$ cat config.mk
export PLATFORM = sky130hd
export DESIGN_NAME = light_seeking_robot_drive_controller_flat
export DESIGN_NICKNAME = d
export VERILOG_FILES = /design/src/sv/lsrdc_pkg.sv /design/src/sv/lsrdc_in_if.sv /design/src/sv/lsrdc_out_if.sv /design/src/sv/light_seeking_robot_drive_controller.sv /design/src/sv/lsrdc_map.sv /design/src/flat_wrapper.sv
export SDC_FILE = /design/constraint.sdc
export NUM_CORES = 1
export LEC_CHECK = 0
export ABC_AREA = 1
export ABC_CLOCK_PERIOD_IN_PS = 11900
export BUFFER_PORTS_ARGS = -buffer_cell sky130_fd_sc_hd__buf_2
export CELL_PAD_IN_SITES_DETAIL_PLACEMENT = 1
export CELL_PAD_IN_SITES_GLOBAL_PLACEMENT = 1
export CORE_ASPECT_RATIO = 1.1
export CORE_UTILIZATION = 25
export DETAILED_ROUTE_END_ITERATION = 10
export MAX_ROUTING_LAYER = met4
export PLACE_DENSITY_LB_ADDON = 0.05
export SYNTH_ARGS = -nofsm -noshare
export SYNTH_HDL_FRONTEND = slang
export SYNTH_SLANG_ARGS = --single-unit
$ cat constraint.sdc
create_clock -name i_clk -period 11.9 [get_ports i_clk]
set_input_delay 0 -clock i_clk [delete_from_list [all_inputs] [get_ports i_clk]]
set_output_delay 0 -clock i_clk [all_outputs]
set_load 0.02 [all_outputs]
$ cat src/sv/lsrdc_pkg.sv
// ============================================================================
// lsrdc_pkg
// Shared widths, constants and types of the light-seeking robot drive
// controller.
// ============================================================================
`default_nettype none

package lsrdc_pkg;

    // Field widths of the transfer channels and the configuration port.
    localparam int LIGHT_W    = 12;
    localparam int DUTY_W     = 8;
    localparam int PRESS_W    = 9;
    localparam int REV_W      = 16;
    localparam int CFG_IDX_W  = 3;
    localparam int CFG_DATA_W = 16;
    localparam int THR_W      = 12;
    localparam int MODE_W     = 3;

    // Default resolution of the light samples.
    localparam int SAMPLE_BITS_DEF = 12;

    // Button timing in ticks.
    localparam logic [PRESS_W-1:0] SHORT_PRESS = PRESS_W'(500);
    localparam logic [PRESS_W-1:0] PRESS_MAX   = PRESS_W'(511);

    // Duties used during the obstacle reverse phase.
    localparam logic [DUTY_W-1:0] REVERSE_DUTY = DUTY_W'(200);
    localparam logic [DUTY_W-1:0] REVERSE_LED  = DUTY_W'(255);
    localparam logic [DUTY_W-1:0] DUTY_MAX     = DUTY_W'(255);

    // Lower ends of the light maps.
    localparam logic [DUTY_W-1:0] LED_MAP_LO   = DUTY_W'(10);
    localparam logic [DUTY_W-1:0] MOTOR_MAP_LO = DUTY_W'(70);

    // Configuration register indexes.
    localparam logic [CFG_IDX_W-1:0] CFG_MANUAL_LEFT  = CFG_IDX_W'(0);
    localparam logic [CFG_IDX_W-1:0] CFG_MANUAL_RIGHT = CFG_IDX_W'(1);
    localparam logic [CFG_IDX_W-1:0] CFG_MANUAL_LEDS  = CFG_IDX_W'(2);
    localparam logic [CFG_IDX_W-1:0] CFG_THRESHOLD    = CFG_IDX_W'(3);
    localparam logic [CFG_IDX_W-1:0] CFG_REVERSE_MS   = CFG_IDX_W'(4);
    localparam logic [CFG_IDX_W-1:0] CFG_MODE_FLAGS   = CFG_IDX_W'(5);

    // Bit positions in the mode flags register.
    localparam int MODE_LIGHT    = 0;
    localparam int MODE_OBST     = 1;
    localparam int MODE_PARALLEL = 2;

    // One result item.
    typedef struct packed {
        logic [DUTY_W-1:0] motor_left_fwd;
        logic [DUTY_W-1:0] motor_left_back;
        logic [DUTY_W-1:0] motor_right_fwd;
        logic [DUTY_W-1:0] motor_right_back;
        logic [DUTY_W-1:0] led_left;
        logic [DUTY_W-1:0] led_right;
        logic              running;
        logic              app_mode;
        logic              reversing;
    } t_result;

endpackage

`default_nettype wire

$ cat src/sv/lsrdc_in_if.sv
// ============================================================================
// lsrdc_in_if
// Input channel: one tick of button, obstacle, light and app command data.
// ============================================================================
`default_nettype none

interface lsrdc_in_if;
    import lsrdc_pkg::*;

    logic               valid;
    logic               ready;
    logic               button_level;
    logic               obstacle_level;
    logic [LIGHT_W-1:0] light_left;
    logic [LIGHT_W-1:0] light_right;
    logic               app_cmd_valid;
    logic               app_cmd_state;

    modport source (
        output valid, button_level, obstacle_level, light_left, light_right,
               app_cmd_valid, app_cmd_state,
        input  ready
    );

    modport sink (
        input  valid, button_level, obstacle_level, light_left, light_right,
               app_cmd_valid, app_cmd_state,
        output ready
    );

endinterface

`default_nettype wire

$ cat src/sv/lsrdc_out_if.sv
// ============================================================================
// lsrdc_out_if
// Output channel: motor and LED duties and the status flags of one tick.
// ============================================================================
`default_nettype none

interface lsrdc_out_if;
    import lsrdc_pkg::*;

    logic              valid;
    logic              ready;
    logic [DUTY_W-1:0] motor_left_fwd;
    logic [DUTY_W-1:0] motor_left_back;
    logic [DUTY_W-1:0] motor_right_fwd;
    logic [DUTY_W-1:0] motor_right_back;
    logic [DUTY_W-1:0] led_left;
    logic [DUTY_W-1:0] led_right;
    logic              running;
    logic              app_mode;
    logic              reversing;

    modport source (
        output valid, motor_left_fwd, motor_left_back, motor_right_fwd,
               motor_right_back, led_left, led_right, running, app_mode, reversing,
        input  ready
    );

    modport sink (
        input  valid, motor_left_fwd, motor_left_back, motor_right_fwd,
               motor_right_back, led_left, led_right, running, app_mode, reversing,
        output ready
    );

endinterface

`default_nettype wire

$ cat src/sv/light_seeking_robot_drive_controller.sv
// ============================================================================
// light_seeking_robot_drive_controller
// Drive and LED controller of a two-motor light-seeking robot, one input
// transfer per millisecond tick and one result transfer per tick.
// ============================================================================
// The result of each tick leaves through an output register. In light mode
// while running, not in app mode and not reversing, the LED maps and, when
// either sample lies above the threshold, the two forward motor maps are
// worked out one after another on a single shared map unit whose divider
// retires one quotient bit per cycle. No new tick is taken until the current
// one has been handed to the output register.
`default_nettype none

module light_seeking_robot_drive_controller #(
    parameter int SAMPLE_BITS = lsrdc_pkg::SAMPLE_BITS_DEF
) (
    input  wire logic                              i_clk,
    input  wire logic                              i_rst_n,
    input  wire logic                              i_cfg_we,
    input  wire logic [lsrdc_pkg::CFG_IDX_W-1:0]   i_cfg_idx,
    input  wire logic [lsrdc_pkg::CFG_DATA_W-1:0]  i_cfg_data,
    lsrdc_in_if.sink                               i_in,
    lsrdc_out_if.source                            o_out
);
    import lsrdc_pkg::*;

    localparam int XW = (SAMPLE_BITS > LIGHT_W) ? SAMPLE_BITS : LIGHT_W;
    localparam logic [XW-1:0] FULL = XW'((64'd1 << SAMPLE_BITS) - 64'd1);
    localparam logic [4*DUTY_W-1:0] REV_MOTORS =
        {DUTY_W'(0), REVERSE_DUTY, DUTY_W'(0), REVERSE_DUTY};

    typedef enum logic [2:0] {S_IDLE, S_LED_L, S_LED_R, S_MOT_L, S_MOT_R, S_OUT} t_state;

    // Configuration registers.
    logic [CFG_DATA_W-1:0] r_man_left;
    logic [CFG_DATA_W-1:0] r_man_right;
    logic [CFG_DATA_W-1:0] r_man_leds;
    logic [THR_W-1:0]      r_thr;
    logic [REV_W-1:0]      r_rev_ms;
    logic [MODE_W-1:0]     r_mode;

    // Control state.
    t_state                r_state;
    logic                  r_run;
    logic                  r_app;
    logic                  r_btn_prev;
    logic [PRESS_W-1:0]    r_press;
    logic [REV_W-1:0]      r_rev_cnt;
    logic [4*DUTY_W-1:0]   r_held;
    logic                  r_started;
    logic                  r_drive;
    logic                  r_out_valid;

    // Working result, light samples and output register.
    t_result               r_work;
    t_result               r_out;
    logic [XW-1:0]         r_ll;
    logic [XW-1:0]         r_lr;

    // Next values worked out in the cycle a tick is taken.
    logic                  n_run;
    logic                  n_app;
    logic                  n_btn_prev;
    logic [PRESS_W-1:0]    n_press;
    logic [REV_W-1:0]      n_rev_cnt;
    logic                  n_rev;
    logic                  n_maps;
    logic                  n_drive;
    logic [4*DUTY_W-1:0]   n_motors;
    t_result               n_res;

    logic                  in_xfer;
    logic [XW-1:0]         ll_m;
    logic [XW-1:0]         lr_m;
    logic [XW-1:0]         thr_x;
    logic                  obst;
    logic [4*DUTY_W-1:0]   held_eff;

    logic                  map_start;
    logic [XW-1:0]         map_x;
    logic [DUTY_W-1:0]     map_lo;
    logic                  map_done;
    logic [DUTY_W-1:0]     map_result;

    assign in_xfer    = i_in.valid && i_in.ready;
    assign i_in.ready = (r_state == S_IDLE);

    // Light samples keep their low SAMPLE_BITS bits.
    assign ll_m  = XW'(i_in.light_left) & FULL;
    assign lr_m  = XW'(i_in.light_right) & FULL;
    assign thr_x = XW'(r_thr);

    // Configuration writes.
    always_ff @(posedge i_clk) begin
        if (!i_rst_n) begin
            r_man_left  <= '0;
            r_man_right <= '0;
            r_man_leds  <= '0;
            r_thr       <= '0;
            r_rev_ms    <= '0;
            r_mode      <= '0;
        end else if (i_cfg_we) begin
            unique case (i_cfg_idx)
                CFG_MANUAL_LEFT:  r_man_left  <= i_cfg_data;
                CFG_MANUAL_RIGHT: r_man_right <= i_cfg_data;
                CFG_MANUAL_LEDS:  r_man_leds  <= i_cfg_data;
                CFG_THRESHOLD:    r_thr       <= i_cfg_data[THR_W-1:0];
                CFG_REVERSE_MS:   r_rev_ms    <= i_cfg_data[REV_W-1:0];
                CFG_MODE_FLAGS:   r_mode      <= i_cfg_data[MODE_W-1:0];
                default: ;
            endcase
        end
    end

    // Flags, button, reverse phase and the drive choice of one tick.
    always_comb begin
        n_run      = r_run;
        n_app      = r_app;
        n_btn_prev = r_btn_prev;
        n_press    = r_press;
        n_rev_cnt  = r_rev_cnt;
        n_rev      = 1'b0;
        n_maps     = 1'b0;
        n_drive    = 1'b0;
        obst       = 1'b0;
        held_eff   = r_held;
        n_motors   = r_held;
        n_res      = '0;
        n_res.led_left  = r_man_leds[2*DUTY_W-1:DUTY_W];
        n_res.led_right = r_man_leds[DUTY_W-1:0];

        // An app command is applied first, even during a reverse phase.
        if (i_in.app_cmd_valid) begin
            n_run = 1'b1;
            n_app = i_in.app_cmd_state;
        end

        if (r_rev_cnt != '0) begin
            n_rev_cnt = r_rev_cnt - 1'b1;
            n_rev     = 1'b1;
        end else begin
            // Press length is counted from the rising edge of the button.
            if (i_in.button_level != r_btn_prev) begin
                if (i_in.button_level) begin
                    n_press = PRESS_W'(1);
                end else if (r_press < SHORT_PRESS) begin
                    n_app = ~n_app;
                    n_run = 1'b1;
                end else begin
                    n_app = 1'b0;
                    n_run = 1'b0;
                end
            end else if (i_in.button_level && (r_press < PRESS_MAX)) begin
                n_press = r_press + 1'b1;
            end
            n_btn_prev = i_in.button_level;

            // An obstacle loads the reverse duties; with no reverse time app or light mode may replace them.
            obst = n_run && r_mode[MODE_OBST] && !i_in.obstacle_level;
            if (obst) begin
                held_eff = REV_MOTORS;
                if (r_rev_ms != '0) begin
                    n_rev_cnt = r_rev_ms - 1'b1;
                    n_rev     = 1'b1;
                end
            end

            // A reverse phase that starts in this tick takes over the drive.
            if (!n_rev) begin
                n_motors = held_eff;
                if (n_run && n_app) begin
                    n_motors = {r_man_left, r_man_right};
                end else if (n_run && r_mode[MODE_LIGHT]) begin
                    n_maps   = 1'b1;
                    n_drive  = (lr_m > thr_x) || (ll_m > thr_x);
                    n_motors = '0;
                end else if (!n_run) begin
                    n_motors = '0;
                end
            end
        end

        if (n_rev) begin
            n_motors        = REV_MOTORS;
            n_res.led_left  = REVERSE_LED;
            n_res.led_right = REVERSE_LED;
        end

        n_res.motor_left_fwd   = n_motors[4*DUTY_W-1:3*DUTY_W];
        n_res.motor_left_back  = n_motors[3*DUTY_W-1:2*DUTY_W];
        n_res.motor_right_fwd  = n_motors[2*DUTY_W-1:DUTY_W];
        n_res.motor_right_back = n_motors[DUTY_W-1:0];
        n_res.running          = n_run;
        n_res.app_mode         = n_app;
        n_res.reversing        = n_rev;
    end

    // Operand selection for the shared map unit; cross wiring swaps the sides.
    always_comb begin
        map_x  = r_ll;
        map_lo = LED_MAP_LO;
        case (r_state)
            S_LED_R: map_x = r_lr;
            S_MOT_L: begin
                map_x  = r_mode[MODE_PARALLEL] ? r_ll : r_lr;
                map_lo = MOTOR_MAP_LO;
            end
            S_MOT_R: begin
                map_x  = r_mode[MODE_PARALLEL] ? r_lr : r_ll;
                map_lo = MOTOR_MAP_LO;
            end
            default: ;
        endcase
    end

    assign map_start = !r_started && ((r_state == S_LED_L) || (r_state == S_LED_R) ||
                                      (r_state == S_MOT_L) || (r_state == S_MOT_R));

    lsrdc_map #(
        .SAMPLE_BITS (SAMPLE_BITS)
    ) u_map (
        .i_clk    (i_clk),
        .i_rst_n  (i_rst_n),
        .i_start  (map_start),
        .i_x      (map_x),
        .i_thr    (thr_x),
        .i_lo     (map_lo),
        .o_done   (map_done),
        .o_result (map_result)
    );

    // Sequencer: take a tick, run the needed maps, hand over the result.
    always_ff @(posedge i_clk) begin
        if (!i_rst_n) begin
            r_state     <= S_IDLE;
            r_run       <= 1'b0;
            r_app       <= 1'b0;
            r_btn_prev  <= 1'b0;
            r_press     <= '0;
            r_rev_cnt   <= '0;
            r_held      <= '0;
            r_started   <= 1'b0;
            r_drive     <= 1'b0;
            r_out_valid <= 1'b0;
        end else begin
            // The output register empties on a transfer unless it is refilled.
            if (o_out.ready && (r_state != S_OUT)) begin
                r_out_valid <= 1'b0;
            end
            unique case (r_state)
                S_IDLE: begin
                    if (in_xfer) begin
                        r_run      <= n_run;
                        r_app      <= n_app;
                        r_btn_prev <= n_btn_prev;
                        r_press    <= n_press;
                        r_rev_cnt  <= n_rev_cnt;
                        r_work     <= n_res;
                        r_ll       <= ll_m;
                        r_lr       <= lr_m;
                        r_drive    <= n_drive;
                        r_state    <= n_maps ? S_LED_L : S_OUT;
                    end
                end
                S_LED_L: begin
                    if (!r_started) begin
                        r_started <= 1'b1;
                    end else if (map_done) begin
                        r_started       <= 1'b0;
                        r_work.led_left <= map_result;
                        r_state         <= S_LED_R;
                    end
                end
                S_LED_R: begin
                    if (!r_started) begin
                        r_started <= 1'b1;
                    end else if (map_done) begin
                        r_started        <= 1'b0;
                        r_work.led_right <= map_result;
                        r_state          <= r_drive ? S_MOT_L : S_OUT;
                    end
                end
                S_MOT_L: begin
                    if (!r_started) begin
                        r_started <= 1'b1;
                    end else if (map_done) begin
                        r_started             <= 1'b0;
                        r_work.motor_left_fwd <= map_result;
                        r_state               <= S_MOT_R;
                    end
                end
                S_MOT_R: begin
                    if (!r_started) begin
                        r_started <= 1'b1;
                    end else if (map_done) begin
                        r_started              <= 1'b0;
                        r_work.motor_right_fwd <= map_result;
                        r_state                <= S_OUT;
                    end
                end
                S_OUT: begin
                    // The motor duties of a finished tick become the held value.
                    if (!r_out_valid || o_out.ready) begin
                        r_out       <= r_work;
                        r_out_valid <= 1'b1;
                        r_held      <= {r_work.motor_left_fwd, r_work.motor_left_back,
                                        r_work.motor_right_fwd, r_work.motor_right_back};
                        r_state     <= S_IDLE;
                    end
                end
                default: r_state <= S_IDLE;
            endcase
        end
    end

    // Output channel.
    assign o_out.valid            = r_out_valid;
    assign o_out.motor_left_fwd   = r_out.motor_left_fwd;
    assign o_out.motor_left_back  = r_out.motor_left_back;
    assign o_out.motor_right_fwd  = r_out.motor_right_fwd;
    assign o_out.motor_right_back = r_out.motor_right_back;
    assign o_out.led_left         = r_out.led_left;
    assign o_out.led_right        = r_out.led_right;
    assign o_out.running          = r_out.running;
    assign o_out.app_mode         = r_out.app_mode;
    assign o_out.reversing        = r_out.reversing;

    // A reverse tick drives both motors backward and both LEDs fully on.
    a_reverse_duties: assert property (@(posedge i_clk) disable iff (!i_rst_n)
        o_out.valid && o_out.reversing |->
            o_out.motor_left_fwd == '0 && o_out.motor_right_fwd == '0 &&
            o_out.motor_left_back == REVERSE_DUTY &&
            o_out.motor_right_back == REVERSE_DUTY &&
            o_out.led_left == REVERSE_LED && o_out.led_right == REVERSE_LED)
        else $error("reverse tick with wrong duties");

    // The motors are stopped whenever the block is not running.
    a_stopped: assert property (@(posedge i_clk) disable iff (!i_rst_n)
        o_out.valid && !o_out.running && !o_out.reversing |->
            o_out.motor_left_fwd == '0 && o_out.motor_left_back == '0 &&
            o_out.motor_right_fwd == '0 && o_out.motor_right_back == '0)
        else $error("motors driven while not running");

    // Every tick taken during a reverse phase shortens it by one.
    a_reverse_count: assert property (@(posedge i_clk) disable iff (!i_rst_n)
        in_xfer && r_rev_cnt != '0 |=> r_rev_cnt == $past(r_rev_cnt) - 1'b1)
        else $error("reverse counter did not step");

    // A finished tick waits while the output register is still occupied.
    a_out_wait: assert property (@(posedge i_clk) disable iff (!i_rst_n)
        r_state == S_OUT && r_out_valid && !o_out.ready |=> r_state == S_OUT)
        else $error("result overwrote a pending transfer");

endmodule

`default_nettype wire

$ cat src/sv/lsrdc_map.sv
// ============================================================================
// lsrdc_map
// Saturating linear light map, lo + trunc((x - thr) * (255 - lo) / (FULL - thr)),
// built round a bit-serial restoring divider that retires one quotient bit
// per cycle.
// ============================================================================
`default_nettype none

module lsrdc_map #(
    parameter int  SAMPLE_BITS = lsrdc_pkg::SAMPLE_BITS_DEF,
    localparam int XW = (SAMPLE_BITS > lsrdc_pkg::LIGHT_W) ? SAMPLE_BITS
                                                            : lsrdc_pkg::LIGHT_W
) (
    input  wire logic                          i_clk,
    input  wire logic                          i_rst_n,
    input  wire logic                          i_start,
    input  wire logic [XW-1:0]                 i_x,
    input  wire logic [XW-1:0]                 i_thr,
    input  wire logic [lsrdc_pkg::DUTY_W-1:0]  i_lo,
    output logic                               o_done,
    output logic [lsrdc_pkg::DUTY_W-1:0]       o_result
);
    import lsrdc_pkg::*;

    localparam int PW = XW + DUTY_W;
    localparam int CW = $clog2(PW);
    localparam logic [XW-1:0] FULL = XW'((64'd1 << SAMPLE_BITS) - 64'd1);

    typedef enum logic [2:0] {M_IDLE, M_PREP, M_MUL, M_DIV, M_FIN} t_mstate;

    t_mstate             r_state;
    logic [XW-1:0]       r_x;
    logic [XW-1:0]       r_thr;
    logic [DUTY_W-1:0]   r_lo;
    logic [XW-1:0]       r_num_mag;
    logic [XW-1:0]       r_den_mag;
    logic                r_neg;
    logic                r_den_zero;
    logic                r_num_zero;
    logic [XW:0]         r_rem;
    logic [PW-1:0]       r_sh;
    logic [CW-1:0]       r_cnt;
    logic                r_done;
    logic [DUTY_W-1:0]   r_result;

    logic signed [XW:0]  num;
    logic signed [XW:0]  den;
    logic [XW:0]         num_abs;
    logic [XW:0]         den_abs;
    logic [DUTY_W-1:0]   span;
    logic [PW-1:0]       prod;
    logic [XW:0]         rem_sh;
    logic                ge;
    logic [XW:0]         rem_nx;
    logic [DUTY_W-1:0]   sat;

    // Signed numerator and denominator and their magnitudes.
    assign num     = $signed({1'b0, r_x}) - $signed({1'b0, r_thr});
    assign den     = $signed({1'b0, FULL}) - $signed({1'b0, r_thr});
    assign num_abs = num[XW] ? (XW+1)'(0) - num : num;
    assign den_abs = den[XW] ? (XW+1)'(0) - den : den;

    // Scaled numerator, taken by the divider as its dividend.
    assign span = DUTY_MAX - r_lo;
    assign prod = PW'(r_num_mag) * PW'(span);

    // One restoring division step.
    assign rem_sh = {r_rem[XW-1:0], r_sh[PW-1]};
    assign ge     = rem_sh >= {1'b0, r_den_mag};
    assign rem_nx = ge ? rem_sh - {1'b0, r_den_mag} : rem_sh;

    // Apply the sign, add the lower end and saturate to the duty range.
    always_comb begin
        if (r_den_zero) begin
            sat = r_num_zero ? r_lo : '0;
        end else if (!r_neg) begin
            sat = (r_sh > PW'(span)) ? DUTY_MAX : r_lo + r_sh[DUTY_W-1:0];
        end else begin
            sat = (r_sh >= PW'(r_lo)) ? '0 : r_lo - r_sh[DUTY_W-1:0];
        end
    end

    // Sequencer of the map unit.
    always_ff @(posedge i_clk) begin
        if (!i_rst_n) begin
            r_state <= M_IDLE;
            r_done  <= 1'b0;
        end else begin
            r_done <= 1'b0;
            unique case (r_state)
                M_IDLE: begin
                    if (i_start) begin
                        r_x     <= i_x;
                        r_thr   <= i_thr;
                        r_lo    <= i_lo;
                        r_state <= M_PREP;
                    end
                end
                M_PREP: begin
                    r_num_mag  <= num_abs[XW-1:0];
                    r_den_mag  <= den_abs[XW-1:0];
                    r_neg      <= num[XW] ^ den[XW];
                    r_num_zero <= (num == '0);
                    r_den_zero <= (den == '0);
                    r_state    <= (den == '0) ? M_FIN : M_MUL;
                end
                M_MUL: begin
                    r_sh    <= prod;
                    r_rem   <= '0;
                    r_cnt   <= CW'(PW - 1);
                    r_state <= M_DIV;
                end
                M_DIV: begin
                    r_rem <= rem_nx;
                    r_sh  <= {r_sh[PW-2:0], ge};
                    if (r_cnt == '0) begin
                        r_state <= M_FIN;
                    end else begin
                        r_cnt <= r_cnt - 1'b1;
                    end
                end
                M_FIN: begin
                    r_result <= sat;
                    r_done   <= 1'b1;
                    r_state  <= M_IDLE;
                end
                default: r_state <= M_IDLE;
            endcase
        end
    end

    assign o_done   = r_done;
    assign o_result = r_result;

endmodule

`default_nettype wire

$ cat src/flat_wrapper.sv
// flat-port wrapper written by rule: the top's interface ports become plain ports
module light_seeking_robot_drive_controller_flat import lsrdc_pkg::*;
#(
    parameter int SAMPLE_BITS = lsrdc_pkg::SAMPLE_BITS_DEF
)
  (i_clk, i_rst_n, i_cfg_we, i_cfg_idx, i_cfg_data, i_in_valid, i_in_button_level, i_in_obstacle_level, i_in_light_left, i_in_light_right, i_in_app_cmd_valid, i_in_app_cmd_state, i_in_ready, o_out_valid, o_out_motor_left_fwd, o_out_motor_left_back, o_out_motor_right_fwd, o_out_motor_right_back, o_out_led_left, o_out_led_right, o_out_running, o_out_app_mode, o_out_reversing, o_out_ready);
  lsrdc_in_if i_in_i ();
  lsrdc_out_if o_out_i ();
  input  wire logic i_clk;
  input  wire logic i_rst_n;
  input  wire logic i_cfg_we;
  input  wire logic [lsrdc_pkg::CFG_IDX_W-1:0] i_cfg_idx;
  input  wire logic [lsrdc_pkg::CFG_DATA_W-1:0] i_cfg_data;
  input wire logic [$bits(i_in_i.valid)-1:0] i_in_valid;
  input wire logic [$bits(i_in_i.button_level)-1:0] i_in_button_level;
  input wire logic [$bits(i_in_i.obstacle_level)-1:0] i_in_obstacle_level;
  input wire logic [$bits(i_in_i.light_left)-1:0] i_in_light_left;
  input wire logic [$bits(i_in_i.light_right)-1:0] i_in_light_right;
  input wire logic [$bits(i_in_i.app_cmd_valid)-1:0] i_in_app_cmd_valid;
  input wire logic [$bits(i_in_i.app_cmd_state)-1:0] i_in_app_cmd_state;
  output wire logic [$bits(i_in_i.ready)-1:0] i_in_ready;
  output wire logic [$bits(o_out_i.valid)-1:0] o_out_valid;
  output wire logic [$bits(o_out_i.motor_left_fwd)-1:0] o_out_motor_left_fwd;
  output wire logic [$bits(o_out_i.motor_left_back)-1:0] o_out_motor_left_back;
  output wire logic [$bits(o_out_i.motor_right_fwd)-1:0] o_out_motor_right_fwd;
  output wire logic [$bits(o_out_i.motor_right_back)-1:0] o_out_motor_right_back;
  output wire logic [$bits(o_out_i.led_left)-1:0] o_out_led_left;
  output wire logic [$bits(o_out_i.led_right)-1:0] o_out_led_right;
  output wire logic [$bits(o_out_i.running)-1:0] o_out_running;
  output wire logic [$bits(o_out_i.app_mode)-1:0] o_out_app_mode;
  output wire logic [$bits(o_out_i.reversing)-1:0] o_out_reversing;
  input wire logic [$bits(o_out_i.ready)-1:0] o_out_ready;
  assign i_in_i.valid = i_in_valid;
  assign i_in_i.button_level = i_in_button_level;
  assign i_in_i.obstacle_level = i_in_obstacle_level;
  assign i_in_i.light_left = i_in_light_left;
  assign i_in_i.light_right = i_in_light_right;
  assign i_in_i.app_cmd_valid = i_in_app_cmd_valid;
  assign i_in_i.app_cmd_state = i_in_app_cmd_state;
  assign i_in_ready = i_in_i.ready;
  assign o_out_valid = o_out_i.valid;
  assign o_out_motor_left_fwd = o_out_i.motor_left_fwd;
  assign o_out_motor_left_back = o_out_i.motor_left_back;
  assign o_out_motor_right_fwd = o_out_i.motor_right_fwd;
  assign o_out_motor_right_back = o_out_i.motor_right_back;
  assign o_out_led_left = o_out_i.led_left;
  assign o_out_led_right = o_out_i.led_right;
  assign o_out_running = o_out_i.running;
  assign o_out_app_mode = o_out_i.app_mode;
  assign o_out_reversing = o_out_i.reversing;
  assign o_out_i.ready = o_out_ready;
  light_seeking_robot_drive_controller #(.SAMPLE_BITS(SAMPLE_BITS)) u_core (.i_clk(i_clk), .i_rst_n(i_rst_n), .i_cfg_we(i_cfg_we), .i_cfg_idx(i_cfg_idx), .i_cfg_data(i_cfg_data), .i_in(i_in_i), .o_out(o_out_i));
endmodule
==> results.md <==
* Outcome: finished, final reports clean
* Hold Fails Final Rpt at 0
* DR pass1 iterations at 4
* Largest net degree at the start of global routing at 77
* Clock transition at the registers of the reported paths at 0.06 ns
* Number of synthesized register bits at 373
* Post-synth EDFFs at 224
* Vias at 15,700
* Power density cells at 301 nW/um^2
* Worst-Skew Late Latency at 0.61 ns
* First-pass GRT wire length at 104,000 um
* Clock sink count at 373
* Worst slack at placement at 6.61 ns
* Crit Path Max Fanout at 15
* Leak at 10.1 nW
* Post CTS Setup Buffer Count at 0
* Slew Limit Fails at 0
* Fin crit period at 5.24 ns
* Routed Antenna Nets at 0
* Setup crit end kind: register
* Setup Viol. Count Final at 0
* Syn_nets at 2,469
* Total Power at 7.19 mW
* Worst hold path class: in2reg
* FILL cells at 9,364
* Mapped Avg Cell Area at 8.92 um^2
* RSZ-0062 raised after global routing: no
* Final nets at 2,617
* WHS at 0.155 ns
* CP Launch Type: register
* Layout cell share with drive strength beyond 1 at 0.104
* Via density at 4.50
* Netlist Area Pre-Place at 20,100 um^2
* Crit Path Class: reg2reg
* I/O Buffers at 104
* 1st-iter DRT viols at 459
* Max cap viols at 0
* Die height at 299 um
* Initial antenna violation count at 2
* Sequential area share after synthesis at 0.483
* HPWL after DPL at 49,000 um
* Die area at 81,600 um^2
* Ys Warns at 0
* RD Place Congestion at 0.828
* Clock buffer depth at 3
* Tcrit/Tclk final at 0.440
* Setup Skew at 0.0292 ns
* Library cells used by synthesis at 52
* TritonCTS Buffers at 48
* Critical Path AT at 5.57 ns
* Worst Tran Pin Value at 1.08 ns
* Drc violations at 0
* Vias in the first global route at 17,300
* TritonCTS clock tree: done
* CORE AREA at 79,200 um^2
* Rows at 108
* Peak supply drop at 0.341 mV
* Total Routed Length at 66,900 um
* All-Layer GR Usage at 0.171
* H-tree depth at 2
* Setup WS post-layout at 6.66 ns
* Utilization after layout at 0.301
* Required @ worst endpoint at 12.23 ns
* I/O pins at 105
* P&R area growth vs syn at 18.6%
* Post-synth ARST share at 0
* CTS root buf: clkbuf_16
* Fmax at 191 MHz
* Starting Density at 0.254
* Routed WL per cell at 19.2 um
* Die Wd at 272 um
* Main flop type after synthesis: edfxtp_1
* Final TNS setup at 0 ns
* Worst rel slew slack at 0.281
* Synth Instances at 2,254
* Total grt overflow at 0
## area by class of cell
class	instances	area [um^2]	share of cell area
Clock buffer	61	1280	0.0537
Inverter	335	1260	0.0527
Tap cell	1045	1310	0.0548
Multi-Input combinational cell	1476	8850	0.371
Timing Repair Buffer	168	1130	0.0472
Antenna cell	2	5.00	0.000210
Sequential cell	373	9710	0.407
Clock inverter	29	305	0.0128
## metal layers
metal | share of wire | global-route usage | vias up
met5 | 0 | - | -
met4 | 0.019 | 0.0399 | 0
met3 | 0.024 | 0.0231 | 69
met2 | 0.52 | 0.307 | 150
met1 | 0.44 | 0.201 | 7664
li1 | - | - | 7814
## worst max-delay path: stages, from the launching register on
cell,delay [ns]
edfxtp_1,0.66
inv_1,0.40
nand2_1,0.19
fa_1,0.54
inv_1,0.05
fa_1,0.47
fa_1,0.55
inv_1,0.05
fa_1,0.53
inv_1,0.04
ha_1,0.38
nand2_1,0.11
o21ai_0,0.17
nand2_1,0.07
nand3_1,0.18
a21oi_1,0.12
or2_2,0.28
nand3_1,0.07
o21ai_0,0.09
## repair_timing
action,CTS,global route
hold endpoints to repair,131,0
hold buffers,49,0
gates resized for setup,0,0
## synth_stat cells (2+ instances only)
cell type	number	area, um^2
inv_1	326	1220
nor2_1	323	1210
o21ai_0	276	1380
nand2_1	262	983
edfxtp_1	224	6730
dfxtp_1	149	2980
a21oi_1	127	636
ha_1	110	1380
nand3_1	106	531
fa_1	53	1060
clkbuf_1	48	180
nand4_1	35	219
xor2_1	30	263
nor3_1	17	85.1
o22ai_1	17	106
nand2_2	12	75.1
xnor2_1	12	105
a22oi_1	10	75.1
nor2_2	10	62.6
buf_4	8	60.1
buf_2	7	35.0
inv_2	7	26.3
a21o_1	6	45.0
nand3b_1	6	45.0
a211oi_1	5	37.5
nand2_4	5	56.3
nor4_1	5	31.3
a31oi_1	4	25.0
buf_1	4	15.0
o21ai_1	4	20.0
o21bai_1	4	30.0
o31ai_1	4	30.0
or2_2	4	25.0
a21boi_0	3	22.5
buf_6	3	33.8
nand3_2	3	30.0
nand3_4	3	52.6
nor2_4	3	33.8
o21a_1	3	22.5
clkinv_1	2	7.51
nor3b_1	2	15.0
o21ai_2	2	17.5
## kinds of logic after synthesis
| group | count (synthesis) | share of synthesized area |
|---|---|---|
| buffers and inverters | 405 | 0.0787 |
| AND/OR/NAND/NOR | 799 | 0.174 |
| flip-flops | 373 | 0.483 |
| XOR/XNOR | 42 | 0.0183 |
| adder cells (fa/ha/maj) | 163 | 0.121 |
| AO/OA/AOI/OAI | 472 | 0.125 |
## flip-flops by register name (all words and copies together), names as in the netlist, 12 cells and up
name / count
u_core.r_ll: 12
u_core.u_map.r_num_mag: 12
u_core.r_held: 32
u_core.u_map.r_x: 12
u_core.r_man_right: 16
u_core.u_map.r_den_mag: 12
u_core.u_map.r_sh: 20
u_core.u_map.r_rem: 12
u_core.r_man_left: 16
u_core.r_rev_ms: 16
u_core.r_thr: 12
u_core.r_work: 51
u_core.r_rev_cnt: 16
u_core.r_man_leds: 16
u_core.r_lr: 12
u_core.u_map.r_thr: 12
## path summary, 6_finish.rpt
check                       startpoint                        end  slack (ns)  cells past startpoint
hold reg to reg       u_core.r_work[5]  u_core.o_out.led_right[2]        0.42                      0
setup reg to reg  u_core.u_map.r_lo[2]      u_core.u_map.r_sh[17]        6.66                     18
hold / removal              i_in_valid          u_core.r_state[2]        0.16                      6
setup / recovery  u_core.u_map.r_lo[2]      u_core.u_map.r_sh[17]        6.66                     18
## power breakdown
part           internal (mW)  leakage (nW)  switching (mW)  total [mW]
sequential              1.77          3.25           0.127        1.90
clock                  0.857         0.779           0.617        1.47
combinational           1.37          6.11            2.44        3.81
total                   4.00          10.1            3.18        7.19
## cell usage in the layout, fill, tap and decap left out, drive strengths merged, types with 12 or more instances in the layout
master / instances
xnor2: 12
nor2: 336
dlygate4sd3: 49
clkinv: 24
edfxtp: 224
xor2: 30
o21ai: 282
o22ai: 17
nand3: 112
ha: 110
dfxtp: 149
fa: 53
buf: 119
clkbuf: 61
a21oi: 127
nor3: 17
nand2: 279
inv: 335
nand4: 35
## per-stage QoR
step	cell area [um^2]	std cells
floorplan	20100	2254
global placement	21800	3348
detailed placement	21800	3348
CTS	23800	3487
global route	23800	3488
finish	23800	3489
No activity file was read; power rests on OpenSTA's default activity.
